`src/hw/rtl/kuf_pkg.sv`:
```
// Shared types and constants for the union-find edge filter.
// Used by the controller, the datapath, the top level and the checker.
package kuf_pkg;

  localparam int VID_W    = 10;
  localparam int WEIGHT_W = 16;
  localparam int SUM_W    = 32;
  localparam int REJ_W    = 20;
  localparam int COMP_W   = 11;
  localparam int CFG_W    = 11;

  localparam logic [CFG_W-1:0] CFG_RESET = 11'd1024;

  typedef struct packed {
    logic                start_req;
    logic [VID_W-1:0]    vertex_a;
    logic [VID_W-1:0]    vertex_b;
    logic [WEIGHT_W-1:0] weight;
    logic                last;
  } kuf_in_t;

  typedef struct packed {
    logic             accepted;
    logic [SUM_W-1:0] total_weight;
    logic [REJ_W-1:0] rejected_count;
    logic             spanning;
    logic [VID_W-1:0] root_vertex;
    logic             out_of_range;
    logic             last_out;
  } kuf_out_t;

  typedef enum logic [3:0] {
    ST_INIT,
    ST_IDLE,
    ST_CLEAR,
    ST_FIND_RD,
    ST_FIND,
    ST_COMPRESS,
    ST_LINK,
    ST_RANK_UP,
    ST_FINISH
  } kuf_state_t;

  typedef enum logic {
    ADDR_END,
    ADDR_PAR
  } kuf_addr_sel_t;

  typedef enum logic [2:0] {
    WR_NONE,
    WR_CLEAR,
    WR_COMPRESS,
    WR_LINK,
    WR_RANK_UP
  } kuf_wr_src_t;

  typedef struct packed {
    logic          load;
    logic          rd_en;
    kuf_addr_sel_t addr_sel;
    kuf_wr_src_t   wr_src;
    logic          cap_root;
    logic          reject;
    logic          merge;
    logic          emit;
    logic          sel;
  } kuf_cmd_t;

  typedef struct packed {
    logic clr_more;
    logic bad;
    logic hit;
    logic end_is_root;
    logic next_is_root;
    logic same_root;
    logic rank_eq;
  } kuf_stat_t;

endpackage

```
`src/hw/rtl/kuf_ctrl.sv`:
```
// Sequencer for the union-find edge filter: clear sweep, two find walks
// with path compression, union and result strobe. Depends on kuf_pkg.
module kuf_ctrl
  import kuf_pkg::*;
(
  input  logic      clk,
  input  logic      rst_n,
  input  logic      start,
  input  logic      start_req,
  input  kuf_stat_t stat,
  output kuf_cmd_t  cmd,
  output logic      busy
);

  kuf_state_t state_r, state_nxt;
  logic       sel_r, sel_nxt;

  always_ff @(posedge clk) begin
    if (!rst_n) begin
      state_r <= ST_INIT;
      sel_r   <= 1'b0;
    end else begin
      state_r <= state_nxt;
      sel_r   <= sel_nxt;
    end
  end

  // next state
  always_comb begin
    state_nxt = state_r;
    sel_nxt   = sel_r;
    unique case (state_r)
      ST_INIT: begin
        if (!stat.clr_more) state_nxt = ST_IDLE;
      end
      ST_IDLE: begin
        if (start) begin
          sel_nxt   = 1'b0;
          state_nxt = start_req ? ST_CLEAR : ST_FIND_RD;
        end
      end
      ST_CLEAR: begin
        if (!stat.clr_more) state_nxt = ST_FIND_RD;
      end
      ST_FIND_RD: begin
        if (!sel_r && stat.bad) state_nxt = ST_FINISH;
        else state_nxt = ST_FIND;
      end
      ST_FIND: begin
        if (stat.hit) begin
          if (!stat.end_is_root) begin
            state_nxt = ST_COMPRESS;
          end else if (!sel_r) begin
            sel_nxt   = 1'b1;
            state_nxt = ST_FIND_RD;
          end else begin
            state_nxt = ST_LINK;
          end
        end
      end
      ST_COMPRESS: begin
        if (stat.next_is_root) begin
          if (!sel_r) begin
            sel_nxt   = 1'b1;
            state_nxt = ST_FIND_RD;
          end else begin
            state_nxt = ST_LINK;
          end
        end
      end
      ST_LINK: begin
        if (!stat.same_root && stat.rank_eq) state_nxt = ST_RANK_UP;
        else state_nxt = ST_FINISH;
      end
      ST_RANK_UP: state_nxt = ST_FINISH;
      ST_FINISH:  state_nxt = ST_IDLE;
      default:    state_nxt = ST_IDLE;
    endcase
  end

  // outputs
  always_comb begin
    cmd          = '0;
    cmd.addr_sel = ADDR_END;
    cmd.wr_src   = WR_NONE;
    cmd.sel      = sel_r;
    busy         = 1'b1;
    unique case (state_r)
      ST_INIT, ST_CLEAR: begin
        if (stat.clr_more) cmd.wr_src = WR_CLEAR;
      end
      ST_IDLE: begin
        busy     = 1'b0;
        cmd.load = start;
      end
      ST_FIND_RD: begin
        if (sel_r || !stat.bad) cmd.rd_en = 1'b1;
      end
      ST_FIND: begin
        cmd.rd_en = 1'b1;
        if (stat.hit) begin
          // root found: restart at the endpoint for the compression walk
          cmd.cap_root = 1'b1;
          cmd.addr_sel = ADDR_END;
        end else begin
          cmd.addr_sel = ADDR_PAR;
        end
      end
      ST_COMPRESS: begin
        cmd.wr_src   = WR_COMPRESS;
        cmd.addr_sel = ADDR_PAR;
        cmd.rd_en    = !stat.next_is_root;
      end
      ST_LINK: begin
        if (stat.same_root) begin
          cmd.reject = 1'b1;
        end else begin
          cmd.wr_src = WR_LINK;
          cmd.merge  = 1'b1;
        end
      end
      ST_RANK_UP: cmd.wr_src = WR_RANK_UP;
      ST_FINISH:  cmd.emit = 1'b1;
      default:    cmd = '0;
    endcase
  end

endmodule

```
`config.mk`:
```
export PLATFORM = sky130hd
export DESIGN_NAME = kuf_ctrl
export DESIGN_NICKNAME = d
export VERILOG_FILES = /design/src/hw/rtl/kuf_pkg.sv /design/src/hw/rtl/kuf_ctrl.sv
export SDC_FILE = /design/constraint.sdc
export NUM_CORES = 1
export LEC_CHECK = 0
export ABC_AREA = 1
export BUFFER_PORTS_ARGS = -buffer_cell sky130_fd_sc_hd__clkbuf_2
export CORE_MARGIN = 3
export CORE_UTILIZATION = 47
export DETAILED_ROUTE_END_ITERATION = 16
export PLACE_DENSITY = 0.83
export SLEW_MARGIN = 20
export SYNTH_ARGS = -nofsm -noshare
export SYNTH_HDL_FRONTEND = slang
export SYNTH_SLANG_ARGS = --single-unit
```
`constraint.sdc`:
```
create_clock -name clk -period 1.75 [get_ports clk]
set_clock_uncertainty 0.2 [all_clocks]
set_input_delay 0 -clock clk [delete_from_list [all_inputs] [get_ports clk]]
set_output_delay 0 -clock clk [all_outputs]
set_load 0.01 [all_outputs]
```
; Word-level counts from Yosys, hierarchy flattened
; Cells that the tools add are included.
[totals]
regBits = 5
out_inout_bits = 12
elab_cells = 61
[op_classes]
n_eq_ne = 14
muxes = 32
n_reduce_logical = 13
[ops]
columns = op, n
row1 = case mux 4 bit (8 select lines), 1
row2 = 2-to-1 mux 4 bit, 7
row3 = == test 4 x 3 -> 1 bit (second input constant), 4
row4 = 2-to-1 mux 1 bit, 16
row5 = inequality test 2 bit (second input constant), 6
row6 = case mux 3 bit (4 select lines), 1
row7 = AND reduction 5 bit, 2
row8 = OR reduction 9 bit, 1
row9 = == test 4 x 2 -> 1 bit (second input constant), 2
row10 = 2-to-1 mux 3 bit, 2
row11 = case mux 1 bit (3 select lines), 2
row12 = == test 4 x 1 -> 1 bit (second input constant), 1
row13 = == test 4 bit (second input constant), 1
row14 = zero test 1 bit, 4
row15 = zero test 4 bit, 1
row16 = 2-to-1 mux 2 bit, 2
row17 = nonzero test 3 bit, 1
row18 = logical AND 1 bit, 2
row19 = case mux 1 bit (2 select lines), 1
row20 = OR reduction 2 bit, 1
row21 = logical OR 1 bit, 1

; Longest topological paths before layout
; Gate-level depths: netlist of run 1.
[depth]
word_depth = 4
ltp_mapped = 8
depth_no_buf = 8

; Worst setup path after synthesis of run 1
; OpenSTA, ideal clock, no wires.
[synth_path]
kind = register to register
from = reg state_r[0]
to = reg state_r[1]
arrival_ps = 1065
required_time_ps = 1436
slack_ps = 371
path_stages_with_launch = 8
n_path_buf = 0
period_less_slack_ps = 1379
cell_sequence = dfxtp_1 inv_2 nor2_8 nand3_2 nand4_2 nand2_1 nand2_1 nor2_2
[synth_via]
elab_chain_cells = 3
[synth_lines]
columns = element, line_no
row1 = "start, declared", kuf_ctrl.sv:15  ; kuf_state_t state_r, state_nxt;
row2 = "start signal, assigned", kuf_ctrl.sv:23  ; state_r <= state_nxt;
row3 = "== test 4 x 2 -> 1 bit, or another cell as far along", kuf_ctrl.sv:32  ; unique case (state_r)
row4 = inequality test 2 bit (no line), --
row5 = AND reduction 5 bit (no line), --
; Parallel ways exist; a longest one is shown, timed or not.
; A chain may end at the register's enable or synchronous reset.

==> run summary, run 1 <==
Place WS -> 0.222 ns
R2R setup slack -> 0.26 ns
Ys Warns -> 0
final hold vios -> 0
final cycle utilization of the critical path -> 0.900
die width -> 42.5 µm
Die Ht -> 42.5 µm
CTS tree -> yes
most used cell, CP -> inv_1
Worst Hold End -> sel_r
Tightest Hold Check Type -> in -> reg
1st-iter DRT viols -> 22
Reg clk slew, reported paths -> 0.04 ns
clock insertion delay at the later pin of the skew report -> 0.24 ns
Syn Nets -> 108
sequential area share after synthesis -> 0.160
Power, Total -> 1210 µW
Cells after Synth -> 97
Synth top area share -> 0.160
Global Route Usage Sum -> 0.176
row cnt -> 12
area delta synth->final -> 33.9%
synthesized area -> 627 µm²
placed cell area -> 754 µm²
critical setup path kind -> reg -> out
relative slew slack -> 0.826
switching part of the total -> 0.549
Critical Path, Cell by Cell -> inv_1 > nand2_1 > nor3_2 > inv_1 > o21ai_0 > clkbuf_2
top post-synthesis cells by area -> dfxtp_1, nand2_1, nor2_1
Pwr per Cell Area -> 1450 mW/mm²
n_diodes -> 0
clk buf depth -> 2
initial antenna violation count -> 0
H-tree Lvls -> 1
clk sink count -> 5
Worst Setup End Kind -> primary output
Worst Path Max Fanout -> 5
hold path startpoint -> stat[3]
worst setup margin -> 0.174 ns
dominant cell type by area after synthesis -> dfxtp_1
Initial Utilization -> 0.535
Critical Path AT -> 1.38 ns
final wirelength -> 1430 µm
Final Critical Period -> 1.58 ns
gpl congestion -> 0.818
layout cells sized above 1 -> 0.414
Max Slew Vio Count -> 0
final-stage net count -> 140
via count -> 698
GRT overflow -> 0
Core Box Area -> 0.00117 mm²
sequential power share -> 0.199
delay of the slowest critical-path stage -> 0.37 ns
number of I/O pins -> 23
largest net degree at the start of global routing -> 10
hold depth -> 7
status -> finished clean
worst vdd ir -> 0.941 mV
RSZ-0062 raised after global routing -> false
DIE AREA -> 0.00181 mm²
most frequent cells in the layout -> nand2_1, clkbuf_2, nor2_1
Top Family by Delay on Critical Path -> flip-flops
DRT Pass-1 Iters -> 4
CTS Buf Count -> 3
CP bufs+invs -> 3
Clk pwr share -> 0.107
max cap viols -> 0
Psw -> 666 µW
Pint -> 548 µW
clock tree root buffer cell -> clkbuf_4
Residual DRC -> 0
setup repair bufs after CTS -> 0
R2R Path Start -> state_r[0]
Final setup viols -> 0
setup TNS -> 0 ns
vias in the first global route -> 588
Least-Margin Pin Slew -> 0.261 ns
type of origin of the critical path -> register
CP max-delay cell -> dfxtp_2
R2R Path End -> state_r[1]
#FFs+latches synth -> 5
Avg Synthesized Cell Area -> 6.46 µm²
Via density -> 4.92
R2R cell count -> 7
DP Wirelength -> 1210 µm
first-pass GRT wire length -> 2490 µm
Avg WL per Cell -> 10.0 µm
fmax -> 635 MHz
ANT nets after route -> 0
unique cell type count in the Yosys netlist -> 18
combinational power share -> 0.694
CP Data Required Time -> 1.55 ns
port bufs -> 22
post-route cell area -> 840 µm²
Leak -> 0.000487 µW
[synthesized netlist by cell type]
library cell	number
dfxtp_1	5
a21oi_1	1
nor2_4	2
nand3b_4	1
nor2_8	2
nand2_4	2
nand2_1	22
nand3_2	6
nor3_1	2
inv_2	4
nor2_1	19
inv_1	12
o21ai_0	5
nand3_1	7
nand4_2	1
nor2_2	3
nand3_4	2
nand2_2	1
[worst register-to-register path, cell delays in order, from the launching register on]
cell     delay [ns]
dfxtp_1        0.46
inv_2          0.13
nor2_8         0.18
nand3_2        0.12
nand4_2        0.14
nand2_1        0.07
nand2_1        0.07
nor2_2         0.03
[area by class of cell]
| cell class | instances | area, µm² |
|---|---|---|
| Tap cell | 14 | 17.5 |
| Inverter | 16 | 60.1 |
| Clock buffer | 4 | 26.3 |
| Timing Repair Buffer | 27 | 160 |
| Sequential cell | 5 | 104 |
| Fill cell | 105 | 332 |
| Multi-Input combinational cell | 76 | 472 |
[power groups by stage]
stage / clock network (µW) / registers [µW] / logic (µW)
after floorplan: 0 / 226 / 657
after global placement: 0 / 234 / 822
after detailed placement: 0 / 236 / 829
after CTS: 135 / 236 / 842
after global routing: 147 / 248 / 938
final: 130 / 241 / 843
[registers in the layout, indices dropped and copies added (netlist names)]
name	count
sel_r	1
state_r	4
[cell families after synthesis]
| family | synth area share |
|---|---|
| buf+inv | 0.0958 |
| simple gates | 0.697 |
| flops | 0.160 |
| compound gates | 0.0479 |
[layer usage]
metal  up-vias  GRT usage  routed length (µm)
met3         4     0.0129                  94
met2        27      0.280                 660
li1        371          -                   -
met1       296      0.232                 648
met4         0     0.0932                  23
met5         -          0                   0
[timing repair]
item                                    in CTS  in global routing
pin swaps                                    0                  0
endpoints found under the setup margin       1                  4
resized for setup                            1                  3
hold buffers                                 5                  0
endpoints found under the hold margin        5                  0
[stage by stage]
stage          utilization  cells  hold WS (ns)
2_1_floorplan            -     97        -0.152
3_3_place_gp         0.644    133        0.0687
3_5_place_dp         0.644    133        0.0758
4_1_cts              0.710    142        0.0526
5_1_grt              0.717    142        0.0936
6_report             0.717    142        0.0570
[worst max-delay path by stage]
stage,from,endpoint,slack (ns),depth (start not counted)
after detailed placement,state_r[1],cmd[5],0.22,5
after CTS,state_r[3],cmd[5],0.01,6
final,state_r[3],cmd[5],0.17,6
after floorplan,state_r[0],state_r[1],0.37,7
after global placement,state_r[1],cmd[5],0.25,5
after global routing,state_r[3],cmd[5],0.0002,6
(Power assumes the default switching activity.)
==> run 2, diff against run 1 <==
--- a/config.mk
+++ b/config.mk
@@ -8,9 +8,10 @@
 export ABC_AREA = 1
 export BUFFER_PORTS_ARGS = -buffer_cell sky130_fd_sc_hd__clkbuf_2
 export CORE_MARGIN = 3
-export CORE_UTILIZATION = 47
+export CORE_UTILIZATION = 43
 export DETAILED_ROUTE_END_ITERATION = 16
-export PLACE_DENSITY = 0.83
+export GPL_TIMING_DRIVEN = 0
+export PLACE_DENSITY = 0.8
 export SLEW_MARGIN = 20
 export SYNTH_ARGS = -nofsm -noshare
 export SYNTH_HDL_FRONTEND = slang
==> constraint.sdc (replaced) <==
create_clock -name clk -period 1.4 [get_ports clk]
set_clock_uncertainty 0.2 [all_clocks]
set_input_delay 0 -clock clk [delete_from_list [all_inputs] [get_ports clk]]
set_output_delay 0 -clock clk [all_outputs]
set_load 0.01 [all_outputs]
==> run summary, run 2 (synthesized netlist as in run 1, its figures left out) <==
H-tree Lvls -> 1 (unchanged)
Avg WL per Cell -> 14.7 µm (+46%)
sequential power share -> 0.168 (-0.031)
clock tree root buffer cell -> clkbuf_4
area delta synth->final -> 62.1%
Non-Filler Instances -> 152 (+7.0%)
combinational power share -> 0.752 (+0.058)
RSZ-0062 raised after global routing -> true
biggest registers after layout -> state_r x4, sel_r x1
fillers -> 85 (-19%)
CP max-delay cell -> dfxtp_4
clk sink count -> 5 (unchanged)
Critical Path AT -> 1.29 ns (-0.09 ns)
Initial Utilization -> 0.470 (-0.0653)
GRT overflow -> 0 (unchanged)
number of I/O pins -> 23 (unchanged)
Leak -> 0.000559 µW (+15%)
Pint -> 979 µW (+79%)
CTS tree -> yes
worst setup margin -> -0.0882 ns (-0.263 ns)
DIE AREA -> 0.00195 mm² (+8.0%)
DP Wirelength -> 1190 µm (-1.4%)
Reg clk slew, reported paths -> 0.04 ns (about the same)
Worst Path Max Fanout -> 5 (unchanged)
die width -> 44.2 µm (+3.9%)
relative slew slack -> 0.866 (+0.0403)
row cnt -> 13 (+1)
initial antenna violation count -> 0 (unchanged)
vias in the first global route -> 737 (+25%)
n_diodes -> 0 (unchanged)
most common cell after layout, fill and taps aside -> nand2_1
max reg flops -> 4 (unchanged)
DRT Pass-1 Iters -> 4 (unchanged)
fmax -> 672 MHz
status -> complete, but fails checks
type of origin of the critical path -> register
CTS Buf Count -> 3 (unchanged)
max cap viols -> 0 (unchanged)
post-route cell area -> 0.00102 mm² (+21%)
clk buf depth -> 2 (unchanged)
Power, Total -> 2050 µW (+69%)
Inst Count DP -> 134 (+0.75%)
layout cells sized above 1 -> 0.540 (+0.126)
clock insertion delay at the later pin of the skew report -> 0.24 ns (about the same)
port bufs -> 22 (unchanged)
Final Critical Period -> 1.49 ns
final-stage net count -> 149 (+6.4%)
failing checks -> negative setup slack
R2R cell count -> 7 (unchanged)
R2R Path End -> sel_r
Tightest Hold Check Type -> in -> reg
hold depth -> 5 (-2)
critical setup path kind -> reg -> out
Psw -> 1070 µW (+61%)
via count -> 840 (+20%)
CP Data Required Time -> 1.20 ns (-0.35 ns)
largest register by flop count -> state_r
final cycle utilization of the critical path -> 1.06
largest net degree at the start of global routing -> 7 (-3)
R2R Path Start -> state_r[3]
Clk pwr share -> 0.080 (-0.027)
Final setup viols -> 9 (+9)
final wirelength -> 2230 µm (+57%)
first-pass GRT wire length -> 3280 µm (+32%)
gpl congestion -> 0.835 (+2.1%)
ANT nets after route -> 0 (unchanged)
Die Ht -> 44.2 µm (+3.9%)
Global Route Usage Sum -> 0.224 (+0.0477)
switching part of the total -> 0.523 (-0.0252)
Max Slew Vio Count -> 0 (unchanged)
worst vdd ir -> 1.14 mV (+21%)
Critical Path, Cell by Cell -> buf_12 > nor2_8 > nand3_4 > nand3_2 > buf_6
final hold vios -> 0 (unchanged)
Worst Hold End -> state_r[3]
Least-Margin Pin Slew -> 0.201 ns (-0.0603 ns)
placed cell area -> 756 µm² (+0.17%)
Via density -> 5.53 (+12%)
Pwr per Cell Area -> 2020 mW/mm² (+40%)
setup TNS -> -0.461 ns (-0.461 ns)
R2R setup slack -> -0.06 ns (-0.32 ns)
most frequent cells in the layout -> nand2_1, nor2_1, clkbuf_2
Residual DRC -> 0 (unchanged)
delay of the slowest critical-path stage -> 0.36 ns (about the same)
Core Util, Final -> 0.762 (+0.0448)
Worst Setup End Kind -> primary output
1st-iter DRT viols -> 51 (+130%)
Core Box Area -> 0.00133 mm² (+14%)
hold path startpoint -> stat[1]
-- run 2: cell types whose count changed in the layout (fill, tap and decap cells not counted), sizes merged --
cell,change
buf,+16
clkbuf,-7
dlygate4sd3,-1
nor2,+1
-- run 2: cell type report --
cell class	count	area, µm²	area share
inverter	16	67.6	0.0665
tap	15	18.8	0.0185
clock buffer	4	26.3	0.0259
timing repair buffer	35	259	0.255
multi-input combinational	77	529	0.521
sequential	5	115	0.113
-- run 2: per-layer routing --
metal  global-route usage  share of wire  vias to the layer above  routed length [µm]
met5                    0              0                        -                   0
met4                0.102          0.037                        0                  83
met3               0.0407          0.089                       15                 198
met2                0.372           0.50                       68                1130
met1                0.277           0.37                      374                 825
li1                     -              -                      383                   -
-- run 2: repair_timing --
item | 4_1_cts | 5_1_grt
setup endpoints to repair | 17 | 15
buffers inserted | 9 | 1
hold buffers | 4 | 0
pin swaps | 11 | 10
cloned | 1 | 0
hold endpoints to repair | 5 | 0
gates resized for setup | 18 | 19
-- run 2: worst max-delay path by stage --
stage	startpoint	end	slack [ns]	cells after the start
global route	state_r[3]	cmd[9]	-0.14	5
finish	state_r[3]	cmd[9]	-0.09	5
CTS	state_r[3]	cmd[6]	-0.08	6
global placement	state_r[3]	state_r[1]	-0.08	6
detailed placement	state_r[0]	state_r[1]	-0.12	7
floorplan	state_r[0]	state_r[1]	0.02	7
-- run 2: worst max-delay path: cells and delay by family (launching register included) --
kind | cells | cell delay (ns)
DFF | 1 | 0.36
and+or+nand+nor | 3 | 0.45
buffers and inverters | 2 | 0.24
-- run 2: power groups by stage --
stage / sequential, µW / clock, µW / combinational, µW
after global routing: 351 / 183 / 1660
after global placement: 294 / 0 / 1030
after detailed placement: 297 / 0 / 1050
after CTS: 328 / 167 / 1360
final: 344 / 164 / 1550
after floorplan: 282 / 0 / 821
-- run 2: through the flow --
step	hold WS (ns)	setup slack, ns
floorplan	-0.152	0.0205
global placement	0.0723	-0.0772
detailed placement	0.0754	-0.118
CTS	0.0165	-0.0802
global route	0.108	-0.140
finish	0.0582	-0.0882
==> run 3, diff against run 2 <==
--- a/config.mk
+++ b/config.mk
@@ -12,6 +12,7 @@
 export DETAILED_ROUTE_END_ITERATION = 16
 export GPL_TIMING_DRIVEN = 0
 export PLACE_DENSITY = 0.8
+export SETUP_SLACK_MARGIN = 0.15
 export SLEW_MARGIN = 20
 export SYNTH_ARGS = -nofsm -noshare
 export SYNTH_HDL_FRONTEND = slang
==> run summary, run 3 (synthesized netlist as in run 1, its figures left out) <==
n_diodes -> 0 (unchanged)
max reg flops -> 4 (unchanged)
initial antenna violation count -> 0 (unchanged)
Die Ht -> 44.2 µm (unchanged)
most common cell after layout, fill and taps aside -> nand2_1
area delta synth->final -> 76.8%
critical setup path kind -> reg -> out
layout cells sized above 1 -> 0.585 (+0.0444)
CP max-delay cell -> dfxtp_4
DRT Pass-1 Iters -> 4 (unchanged)
multi-input logic area -> 554 µm² (+4.7%)
fillers -> 83 (-2.4%)
R2R Path End -> state_r[2]
RSZ-0062 raised after global routing -> true
number of I/O pins -> 23 (unchanged)
Worst Hold End -> state_r[3]
DIE AREA -> 0.00195 mm² (unchanged)
sequential power share -> 0.160 (-0.008)
Clk pwr share -> 0.079 (about the same)
worst setup margin -> -0.119 ns (-0.0310 ns)
Core Box Area -> 0.00133 mm² (unchanged)
die width -> 44.2 µm (unchanged)
Pwr per Cell Area -> 1960 mW/mm² (-2.8%)
vias in the first global route -> 778 (+5.6%)
final cycle utilization of the critical path -> 1.09 (+0.0221)
Psw -> 1110 µW (+3.7%)
largest register by flop count -> state_r
ANT nets after route -> 0 (unchanged)
relative slew slack -> 0.857 (-0.00866)
crit path from -> state_r[3]
gpl congestion -> 0.801 (-4.1%)
Final Critical Period -> 1.52 ns (+0.0310 ns)
most frequent cells in the layout -> nand2_1, nor2_1, clkbuf_2
setup TNS -> -0.475 ns (-0.0141 ns)
DP Wirelength -> 1200 µm (+0.79%)
Initial Utilization -> 0.470 (unchanged)
CP bufs+invs -> 2 (unchanged)
clock tree root buffer cell -> clkbuf_4
row cnt -> 13 (unchanged)
Leak -> 0.000598 µW (+7.0%)
Top Family by Delay on Critical Path -> simple AND/OR/NAND/NOR gates
status -> complete, but fails checks
CTS tree -> yes
first-pass GRT wire length -> 3300 µm (+0.43%)
clk sink count -> 5 (unchanged)
final wirelength -> 2150 µm (-3.6%)
port bufs -> 22 (unchanged)
CP Data Required Time -> 1.20 ns (about the same)
Tightest Hold Check Type -> in -> reg
largest net degree at the start of global routing -> 7 (unchanged)
hold path startpoint -> stat[1]
R2R setup slack -> -0.10 ns (-0.04 ns)
Core Util, Final -> 0.831 (+0.0694)
Pint -> 1060 µW (+8.7%)
Critical Path, Cell by Cell -> buf_12 > nor2_8 > nand2_1 > nor2_1 > clkbuf_2
via count -> 839 (-0.12%)
CTS Buf Count -> 3 (unchanged)
Worst Setup End Kind -> primary output
hold depth -> 5 (unchanged)
worst vdd ir -> 1.16 mV (+2.0%)
combinational power share -> 0.761 (+0.009)
Max Slew Vio Count -> 0 (unchanged)
clock insertion delay at the later pin of the skew report -> 0.25 ns (about the same)
max cap viols -> 0 (unchanged)
Reg clk slew, reported paths -> 0.04 ns (about the same)
Storage cell area -> 115 µm² (unchanged)
clk buf depth -> 2 (unchanged)
type of origin of the critical path -> register
biggest registers after layout -> state_r x4, sel_r x1
Critical Path AT -> 1.32 ns (+0.03 ns)
H-tree Lvls -> 1 (unchanged)
fmax -> 658 MHz (-2.0%)
Global Route Usage Sum -> 0.229 (+0.00565)
1st-iter DRT viols -> 32 (-37%)
final hold vios -> 0 (unchanged)
delay of the slowest critical-path stage -> 0.36 ns (about the same)
Final setup viols -> 12 (+3)
R2R Path Start -> state_r[3]
failing checks -> negative setup slack
Residual DRC -> 0 (unchanged)
Via density -> 5.34 (-3.3%)
final-stage net count -> 154 (+3.4%)
Avg WL per Cell -> 13.7 µm (-6.7%)
R2R cell count -> 9 (+2)
switching part of the total -> 0.512 (-0.0117)
Worst Path Max Fanout -> 5 (unchanged)
Least-Margin Pin Slew -> 0.214 ns (+0.0133 ns)
GRT overflow -> 0 (unchanged)
==> run 3: cell count changes in the layout (fill, tap and decap cells not counted), sizes merged <==
| cell | previous run | this run |
|---|---|---|
| buf | 16 | 24 |
| clkbuf | 19 | 16 |
==> run 3: final cells by class <==
cell class	count	area share
clock buffers	4	0.0237
well taps	15	0.0169
inverters	16	0.0609
multi-input cells	77	0.500
flip-flops and latches	5	0.104
repair buffers	40	0.295
==> run 3: routing by layer <==
| layer | track usage | up-vias | share of wire |
|---|---|---|---|
| li1 | - | 395 | - |
| met1 | 0.249 | 404 | 0.38 |
| met2 | 0.422 | 34 | 0.53 |
| met3 | 0.0366 | 6 | 0.065 |
| met4 | 0.114 | 0 | 0.024 |
| met5 | 0 | - | 0 |
==> run 3: worst max-delay path by stage <==
stage	to	slack (ns)	cells after the start
after floorplan	state_r[1]	0.12	7
after CTS	cmd[6]	-0.09	6
after detailed placement	state_r[1]	-0.01	6
after global routing	cmd[4]	-0.17	5
final	cmd[4]	-0.12	5
after global placement	state_r[1]	-0.01	6
==> run 3: per-stage QoR <==
stage / worst slack (ns) / hold WS (ns) / instance area [µm²] / cells / power (µW)
2_1_floorplan: 0.121 / -0.152 / 637 / 97 / 1130
3_3_place_gp: -0.0127 / 0.0670 / 766 / 134 / 1350
3_5_place_dp: -0.0135 / 0.0717 / 766 / 134 / 1370
4_1_cts: -0.0920 / 0.0163 / 1020 / 154 / 1940
5_1_grt: -0.175 / 0.0900 / 1110 / 157 / 2340
6_report: -0.119 / 0.0228 / 1110 / 157 / 2180
==> run 3: tightest hold or removal path, cell delays in order <==
cell and delay [ns]:
clkbuf_2 0.14, o21ai_0 0.11, nand2_1 0.07, o21ai_0 0.07
inv_1 0.05
==> run 3: power by group through the flow <==
stage	logic, µW	registers [µW]	clock network (µW)
floorplan	830	301	0
detailed placement	1060	315	0
CTS	1430	329	176
global route	1790	356	191
global placement	1040	314	0
finish	1660	348	171
==> run 3: repair_timing <==
| item | 4_1_cts | 5_1_grt |
|---|---|---|
| pin swaps | 13 | 12 |
| hold buffers | 4 | 0 |
| endpoints found under the hold margin | 5 | 0 |
| gates cloned | 1 | 0 |
| gates resized for setup | 17 | 27 |
| setup endpoints to repair | 17 | 17 |
| buffers inserted | 11 | 3 |
